<file path="src/rtl/core/mrul_pkg.sv">
// Package for the MRU list with wildcard increment matching.
// Holds the list depth, derived widths and the controller/datapath interface types.
// No dependencies.
package mrul_pkg;

    localparam int LIST_DEPTH = 8;
    localparam int IDX_W      = (LIST_DEPTH > 1) ? $clog2(LIST_DEPTH) : 1;
    localparam int CNT_W      = $clog2(LIST_DEPTH + 1);
    localparam int VAL_W      = 16;
    localparam int POS_W      = 3;
    localparam int RIDX_W     = 3;
    localparam int COUNT_W    = 4;

    localparam logic MODE_TOUCH = 1'b0;
    localparam logic MODE_READ  = 1'b1;

    typedef struct packed {
        logic load;
        logic step;
        logic commit;
    } mrul_cmd_t;

    typedef struct packed {
        logic scan_end;
    } mrul_sts_t;

endpackage

</file>
<file path="src/rtl/core/mrul_ctrl.sv">
// Controller for the MRU list: sequences accept, scan and commit of one word.
// Depends on mrul_pkg.
module mrul_ctrl
    import mrul_pkg::*;
(
    input  logic      clk,
    input  logic      rst_n,
    input  logic      in_valid,
    output logic      in_stall,
    output logic      out_valid,
    input  logic      out_stall,
    input  mrul_sts_t sts,
    output mrul_cmd_t cmd
);

    localparam logic [1:0] S_IDLE = 2'd0;
    localparam logic [1:0] S_SCAN = 2'd1;
    localparam logic [1:0] S_DONE = 2'd2;

    logic [1:0] state_reg;
    logic [1:0] state_next;
    logic       out_valid_reg;
    logic       out_valid_next;
    logic       out_free;

    // the result register may be refilled once its word is taken
    assign out_free = !out_valid_reg || !out_stall;

    always_comb
    begin
        state_next     = state_reg;
        out_valid_next = out_valid_reg && out_stall;
        cmd            = '0;
        unique case (state_reg)
            S_IDLE:
            begin
                if (in_valid)
                begin
                    cmd.load   = 1'b1;
                    state_next = S_SCAN;
                end
            end
            S_SCAN:
            begin
                if (sts.scan_end)
                    state_next = S_DONE;
                else
                    cmd.step = 1'b1;
            end
            S_DONE:
            begin
                if (out_free)
                begin
                    cmd.commit     = 1'b1;
                    out_valid_next = 1'b1;
                    state_next     = S_IDLE;
                end
            end
            default:
            begin
                state_next = S_IDLE;
            end
        endcase
    end

    always_ff @(posedge clk or negedge rst_n)
    begin
        if (!rst_n)
        begin
            state_reg     <= S_IDLE;
            out_valid_reg <= 1'b0;
        end
        else
        begin
            state_reg     <= state_next;
            out_valid_reg <= out_valid_next;
        end
    end

    assign in_stall  = (state_reg != S_IDLE);
    assign out_valid = out_valid_reg;

    a_accept_to_scan: assert property (@(posedge clk) disable iff (!rst_n)
        in_valid && !in_stall |=> state_reg == S_SCAN)
        else $error("accepted word did not start a scan");

    a_scan_end_to_done: assert property (@(posedge clk) disable iff (!rst_n)
        state_reg == S_SCAN && sts.scan_end |=> state_reg == S_DONE)
        else $error("finished scan did not move to commit");

    a_commit_shows_result: assert property (@(posedge clk) disable iff (!rst_n)
        cmd.commit |=> out_valid)
        else $error("commit did not present a result");

    a_no_overwrite: assert property (@(posedge clk) disable iff (!rst_n)
        out_valid && out_stall |-> !cmd.commit)
        else $error("commit overwrote a waiting result");

endmodule

</file>
<file path="src/rtl/core/mrul_dpath.sv">
// Datapath for the MRU list: entry registers, scan pointer, count and result registers.
// Depends on mrul_pkg; driven by mrul_ctrl commands.
module mrul_dpath
    import mrul_pkg::*;
(
    input  logic                clk,
    input  logic                rst_n,
    input  mrul_cmd_t           cmd,
    output mrul_sts_t           sts,
    input  logic                mode,
    input  logic [VAL_W-1:0]    base_seconds,
    input  logic [VAL_W-1:0]    increment_seconds,
    input  logic                increment_known,
    input  logic [RIDX_W-1:0]   read_index,
    output logic                hit,
    output logic [POS_W-1:0]    hit_position,
    output logic                dropped,
    output logic [COUNT_W-1:0]  entry_count,
    output logic                read_valid,
    output logic [VAL_W-1:0]    read_base,
    output logic [VAL_W-1:0]    read_increment,
    output logic                read_known
);

    logic [VAL_W-1:0]   ent_base [LIST_DEPTH];
    logic [VAL_W-1:0]   ent_incr [LIST_DEPTH];
    logic               ent_known [LIST_DEPTH];

    logic [VAL_W-1:0]   base_reg;
    logic [VAL_W-1:0]   incr_reg;
    logic               known_reg;
    logic               read_op_reg;
    logic               rd_ok_reg;
    logic [CNT_W-1:0]   ptr_reg;
    logic [CNT_W-1:0]   count_reg;

    logic               hit_reg;
    logic [POS_W-1:0]   pos_reg;
    logic               dropped_reg;
    logic [COUNT_W-1:0] count_out_reg;
    logic               rvalid_reg;
    logic [VAL_W-1:0]   rbase_reg;
    logic [VAL_W-1:0]   rincr_reg;
    logic               rknown_reg;

    logic [IDX_W-1:0]   ptr_idx;
    logic [VAL_W-1:0]   cur_base;
    logic [VAL_W-1:0]   cur_incr;
    logic               cur_known;
    logic               in_list;
    logic               match;
    logic               full;
    logic [CNT_W-1:0]   pos_sel;
    logic [CNT_W-1:0]   count_after;
    logic [VAL_W-1:0]   new_incr;
    logic               new_known;
    logic               touch_commit;

    assign ptr_idx   = ptr_reg[IDX_W-1:0];
    assign cur_base  = ent_base[ptr_idx];
    assign cur_incr  = ent_incr[ptr_idx];
    assign cur_known = ent_known[ptr_idx];
    assign in_list   = ptr_reg < count_reg;

    // an unknown increment on either side matches any stored increment
    assign match = in_list && (cur_base == base_reg)
                   && (!cur_known || !known_reg || (cur_incr == incr_reg));

    assign sts.scan_end = read_op_reg || !in_list || match;

    assign full        = (count_reg == CNT_W'(LIST_DEPTH));
    assign pos_sel     = match ? ptr_reg : (full ? CNT_W'(LIST_DEPTH - 1) : count_reg);
    assign count_after = (!match && !full) ? count_reg + 1'b1 : count_reg;

    // an unknown touch inherits the matched entry's increment
    assign new_incr  = known_reg ? incr_reg : (match ? cur_incr : '0);
    assign new_known = known_reg || (match && cur_known);

    assign touch_commit = cmd.commit && !read_op_reg;

    always_ff @(posedge clk or negedge rst_n)
    begin
        if (!rst_n)
        begin
            count_reg   <= '0;
            ptr_reg     <= '0;
            read_op_reg <= 1'b0;
        end
        else
        begin
            if (cmd.load)
            begin
                read_op_reg <= (mode == MODE_READ);
                ptr_reg     <= (mode == MODE_READ) ? CNT_W'(read_index) : '0;
            end
            else if (cmd.step)
            begin
                ptr_reg <= ptr_reg + 1'b1;
            end
            if (touch_commit)
                count_reg <= count_after;
        end
    end

    always_ff @(posedge clk)
    begin
        if (cmd.load)
        begin
            base_reg  <= base_seconds;
            incr_reg  <= increment_known ? increment_seconds : '0;
            known_reg <= increment_known;
            rd_ok_reg <= int'(read_index) < int'(count_reg);
        end
        if (cmd.commit)
        begin
            if (read_op_reg)
            begin
                hit_reg       <= 1'b0;
                pos_reg       <= '0;
                dropped_reg   <= 1'b0;
                count_out_reg <= COUNT_W'(count_reg);
                rvalid_reg    <= rd_ok_reg;
                rbase_reg     <= rd_ok_reg ? cur_base : '0;
                rincr_reg     <= rd_ok_reg ? cur_incr : '0;
                rknown_reg    <= rd_ok_reg && cur_known;
            end
            else
            begin
                hit_reg       <= match;
                pos_reg       <= POS_W'(pos_sel);
                dropped_reg   <= !match && full;
                count_out_reg <= COUNT_W'(count_after);
                rvalid_reg    <= 1'b0;
                rbase_reg     <= '0;
                rincr_reg     <= '0;
                rknown_reg    <= 1'b0;
            end
        end
    end

    // move to front: entries ahead of the chosen slot shift back one place
    always_ff @(posedge clk)
    begin
        if (touch_commit)
        begin
            for (int i = 1; i < LIST_DEPTH; i++)
            begin
                if (CNT_W'(i) <= pos_sel)
                begin
                    ent_base[i]  <= ent_base[i-1];
                    ent_incr[i]  <= ent_incr[i-1];
                    ent_known[i] <= ent_known[i-1];
                end
            end
            ent_base[0]  <= base_reg;
            ent_incr[0]  <= new_incr;
            ent_known[0] <= new_known;
        end
    end

    assign hit            = hit_reg;
    assign hit_position   = pos_reg;
    assign dropped        = dropped_reg;
    assign entry_count    = count_out_reg;
    assign read_valid     = rvalid_reg;
    assign read_base      = rbase_reg;
    assign read_increment = rincr_reg;
    assign read_known     = rknown_reg;

    a_count_bound: assert property (@(posedge clk) disable iff (!rst_n)
        count_reg <= CNT_W'(LIST_DEPTH))
        else $error("entry count beyond list depth");

    a_count_grows_by_one: assert property (@(posedge clk) disable iff (!rst_n)
        touch_commit && !match && !full |=> count_reg == $past(count_reg) + 1'b1)
        else $error("miss on a non-full list did not add one entry");

    a_read_keeps_count: assert property (@(posedge clk) disable iff (!rst_n)
        cmd.commit && read_op_reg |=> $stable(count_reg))
        else $error("read changed the entry count");

endmodule

</file>
<file path="src/rtl/core/mru_list_with_wildcard_dedup_core.sv">
// Top level of the MRU list with wildcard increment matching.
// Instantiates mrul_ctrl and mrul_dpath; uses mrul_pkg.
//
//   channel | handshake           | payload
//   --------+---------------------+---------------------------------------------------
//   in      | in_valid / in_stall | mode, base_seconds, increment_seconds,
//           |                     | increment_known, read_index
//   out     | out_valid/out_stall | hit, hit_position, dropped, entry_count,
//           |                     | read_valid, read_base, read_increment, read_known
//
// After accept a word passes a scan state, then a commit state that registers its result; a
// read ends its scan at once; a touch scans until a hit or past the last stored entry,
// one entry compared a cycle. The next word can be taken as soon as a result is presented.
// Reset clears the entry count; entry registers are never read beyond the count.
// A stalled result holds in its register; the block takes a new word meanwhile and
// holds its commit until the result register is free.
module mru_list_with_wildcard_dedup_core
    import mrul_pkg::*;
(
    input  logic                clk,
    input  logic                rst_n,
    input  logic                in_valid,
    output logic                in_stall,
    input  logic                mode,
    input  logic [VAL_W-1:0]    base_seconds,
    input  logic [VAL_W-1:0]    increment_seconds,
    input  logic                increment_known,
    input  logic [RIDX_W-1:0]   read_index,
    output logic                out_valid,
    input  logic                out_stall,
    output logic                hit,
    output logic [POS_W-1:0]    hit_position,
    output logic                dropped,
    output logic [COUNT_W-1:0]  entry_count,
    output logic                read_valid,
    output logic [VAL_W-1:0]    read_base,
    output logic [VAL_W-1:0]    read_increment,
    output logic                read_known
);

    mrul_cmd_t cmd;
    mrul_sts_t sts;

    mrul_ctrl u_ctrl (
        .clk       (clk),
        .rst_n     (rst_n),
        .in_valid  (in_valid),
        .in_stall  (in_stall),
        .out_valid (out_valid),
        .out_stall (out_stall),
        .sts       (sts),
        .cmd       (cmd)
    );

    mrul_dpath u_dpath (
        .clk               (clk),
        .rst_n             (rst_n),
        .cmd               (cmd),
        .sts               (sts),
        .mode              (mode),
        .base_seconds      (base_seconds),
        .increment_seconds (increment_seconds),
        .increment_known   (increment_known),
        .read_index        (read_index),
        .hit               (hit),
        .hit_position      (hit_position),
        .dropped           (dropped),
        .entry_count       (entry_count),
        .read_valid        (read_valid),
        .read_base         (read_base),
        .read_increment    (read_increment),
        .read_known        (read_known)
    );

endmodule
</file>
<file path="config.mk">
export PLATFORM = sky130hd
export DESIGN_NAME = mru_list_with_wildcard_dedup_core
export DESIGN_NICKNAME = d
export VERILOG_FILES = /design/src/rtl/core/mrul_pkg.sv /design/src/rtl/core/mrul_ctrl.sv /design/src/rtl/core/mrul_dpath.sv /design/src/rtl/core/mru_list_with_wildcard_dedup_core.sv
export SDC_FILE = /design/constraint.sdc
export NUM_CORES = 1
export LEC_CHECK = 0
export ABC_AREA = 1
export BUFFER_PORTS_ARGS = -buffer_cell sky130_fd_sc_hd__buf_2
export CAP_MARGIN = 20
export CORE_UTILIZATION = 55
export DETAILED_ROUTE_END_ITERATION = 7
export PLACE_DENSITY_LB_ADDON = 0.3
export SYNTH_ARGS = -nofsm -noshare
export SYNTH_HDL_FRONTEND = slang
export SYNTH_HIERARCHICAL = 1
export SYNTH_SLANG_ARGS = --single-unit
</file>
<file path="constraint.sdc">
create_clock -name clk -period 5.6 [get_ports clk]
set_clock_uncertainty 0.1 [all_clocks]
set_input_delay 0.28 -clock clk [delete_from_list [all_inputs] [get_ports clk]]
set_output_delay 0.28 -clock clk [all_outputs]
set_load 0.02 [all_outputs]
</file>
==> metrics.md <==
| Metric | Value |
|---|---|
| Fin. max-slew vios | `0` |
| RePlAce Congestion | `roughly 0.8` |
| Antenna-violating nets left | `0` |
| Die Ht | `171 um` |
| Crit path time final | `~4.3 ns` |
| CTS resizes | `0` |
| Ys Warns | `6` |
| Via count | `10,700` |
| Ys async rst share | `3.40%` |
| Number of I/O pins | `86` |
| Post-DP HPWL | `20,700 um` |
| CP startpoint | `u_dpath/ptr_reg[0]$_DFFE_PN0P_` |
| Routed len/inst | `about 17 um` |
| CORE AREA | `approximately 28,000 sq um` |
| CTS Buf Count | `37` |
| Fin crit share | `about three quarters` |
| Mapped Nets | `1,533` |
| Yosys reg bits | `about 350` |
| Diode count | `0` |
| Seq/Total Area, Yosys | `67.3%` |
| Largest vdd supply drop | `between 300 and 400 uV` |
| Reg2reg setup slack | `around 1.3 ns` |
| Root buf cell | `clkbuf_16` |
| Nets | `approximately 1,700` |
| Status | `finished, final reports clean` |
| Final Cell Area | `around 18,000 sq um` |
| # setup viols final | `0` |
| Vias in the first global route | `10,600` |
| Relative slew slack | `roughly a third` |
| Crit end category | `flop` |
| Crit path to | `u_dpath/ent_base[5][7]$_DFFE_PP_` |
| Dpl cell area | `around 16,000 sq um` |
| IO buf count | `85` |
| Layout cells sized above 1 | `about 12%` |
| # Max-Cap Violations | `0` |
| Clk buf depth | `3` |
| Finished Layout Cells | `about 2,000` |
| Mean Syn Cell Area | `about 11 sq um` |
| Die ar. | `between 20,000 and 30,000 sq um` |
| Post-Syn Area | `around 16,000 sq um` |
| Clock Sink Count | `353` |
| Worst setup path class | `flop to flop` |
| Vias per cell | `between 5 and 6` |
| Residual DRC | `0` |
| Hold Violations, Final | `0` |
| H-tree Lvls | `2` |
| Initial antenna violation count | `0` |
| R2R depth | `20` |
| Pre-Repair DR Iteration Count | `7` |
| Crit Path Max Fanout | `about 130` |
| PD cells | `between 500 and 600 nW/um^2` |
| Setup tns final | `0 ns` |
| Cell leakage power | `7.65 nW` |
| Crit path DAT | `4.34 ns` |
| First DRT Iteration DRCs | `949` |
| First-pass GRT wire length | `between 50,000 and 60,000 um` |
| Pin count of the biggest net entering global routing | `130` |
| CP startpoint kind | `flop` |
| Final Util | `approximately 64%` |
| Synthesized instance count | `1,484` |
| Largest regs | `u_dpath/ent_base x128, u_dpath/ent_incr x128` |
| Dpl cells | `around 1,900` |
| Row count | `61` |
| CTS tree | `yes` |
| Worst hold slack | `~0.074 ns` |
| Clk slew on worst S/H paths | `about 0.06 ns` |
| Syn-to-layout area delta | `14.4%` |
| Routed wire length | `34,900 um` |
| Min-delay src | `read_index[2]` |
| Clock latency on the worst-skew pair | `between 0.5 and 0.6 ns` |
| GRT Residual Overflow | `0` |
| Worst path required time | `5.64 ns` |
| Worst-Margin Slew | `~1.0 ns` |
| Peak Freq | `roughly 0.23 GHz` |
| Initial core utilization | `between 50% and 60%` |
| Unrepaired setup endpoints after global routing | `false` |
| Yosys cell types | `34` |
| Worst min-delay path class | `input pin to flop` |
| Chip width | `~170 um` |
| Reg-to-Reg End | `u_dpath/ent_base[5][7]$_DFFE_PP_` |
| Worst reg2reg path startpoint | `u_dpath/ptr_reg[0]$_DFFE_PN0P_` |
| Post-synth EDFFs | `around 340` |
| Most used flip-flop cell after synthesis | `edfxtp_1` |
| GRT Total Usage | `24.8%` |
routing by layer:
metal | up-vias | GRT usage, % | share of wire [%]
met2 | 400 | 40.2 | 48
li1 | 5113 | - | -
met5 | - | 0 | 0
met4 | 0 | 8.03 | 2.0
met1 | 5077 | 34.4 | 42
met3 | 64 | 3.86 | 7.1
cell type report:
class | instances | area, sq um
clock buffer | 46 | 1000
timing repair buffer | 145 | 1000
inverter | 219 | 822
multi-input combinational | 848 | 3870
tap | 378 | 473
fill | 2093 | 9960
sequential | 353 | 10500
clock inverter | 20 | 180
repair_timing:
| item | CTS | global route |
|---|---|---|
| setup buffers | 0 | 0 |
| hold buffers | 36 | 0 |
| setup endpoints to repair | 0 | 0 |
| endpoints found under the hold margin | 47 | 0 |
logic make-up (layout without fill, tap and decap cells):
family          Yosys count  count (layout)  share of synthesized area, %
flops                   353             353                          67.3
compound gates           88              88                          3.80
buf+inv                 283             430                          7.99
simple gates            751             751                          20.2
xor+xnor                  1               1                        0.0560
fa+ha+maj                 8               8                         0.640
worst min path at each step:
stage	endpoint	cells past startpoint
2_1_floorplan	u_ctrl/out_valid$_DFF_PN0_	0
3_3_place_gp	u_ctrl/out_valid$_DFF_PN0_	1
3_5_place_dp	u_ctrl/out_valid$_DFF_PN0_	1
4_1_cts	u_dpath/ptr_reg[2]$_DFFE_PN0P_	5
5_1_grt	u_dpath/known_reg$_DFFE_PP_	1
6_report	u_dpath/ptr_reg[2]$_DFFE_PN0P_	5
Yosys cell counts, types with 3 or more instances:
cell type	number	area, sq um
edfxtp_1	341	10200
o21ai_0	30	150
buf_4	7	52.6
nand2_1	426	1600
nor2_1	130	488
buf_1	5	18.8
o21a_1	3	22.5
o21ai_1	30	150
nand4_1	6	37.5
nand3b_1	18	135
buf_6	19	214
buf_2	15	75.1
nand3_1	161	806
o31ai_4	7	149
clkbuf_1	18	67.6
ha_1	8	100
nand3_2	3	30.0
a21oi_1	7	35.0
clkinv_1	3	11.3
inv_1	212	796
inv_2	4	15.0
o31ai_1	5	37.5
dfrtp_1	12	300
report_power, final:
| part | internal (W) | switching, W |
|---|---|---|
| clock | 0.00141 | 0.000985 |
| combinational | 0.000911 | 0.00225 |
| sequential | 0.00353 | 0.000267 |
| total | 0.00585 | 0.00350 |
worst max-delay path: stages, from the launching register on:
cell and delay (ns):
dfrtp_4 0.65, buf_12 0.44, nand2_1 0.10, o21ai_1 0.10, nand2_1 0.06, nand3_1 0.11
nand2_1 0.15, nand2_1 0.09, nand2_1 0.06, nor2_1 0.16, nand2_1 0.11, nor2_1 0.10
nand2_1 0.10, nand2_2 0.14, nand2_4 0.30, nand2_1 0.16, nand2_1 0.09, nand2_1 0.08
nand2_2 0.11, nor2_2 0.12, buf_4 0.45
layout by cell type (no fill, tap or decap), types with 5 or more instances in the layout:
cell           count
buf_2             85
edfxtp_1         341
dlygate4sd3_1     36
o31ai_1            5
a21oi_1            7
clkinv_2           6
clkbuf_16         39
buf_4             21
dfrtp_1           10
inv_1            211
nand4_1            6
o21ai_0           30
o31ai_4            7
nand3_1          161
ha_1               8
nand2_1          426
nor2_1           126
inv_2              5
clkbuf_1           7
clkinv_1          10
o21ai_1           30
nand3b_1          18
per-stage QoR:
step	worst slack (ns)	power, W
after floorplan	0.0943	0.00610
after global placement	1.45	0.00684
after detailed placement	1.33	0.00693
after CTS	1.29	0.00937
after global routing	0.996	0.00988
final	1.30	0.00935
No activity file was read; power rests on OpenSTA's default activity.
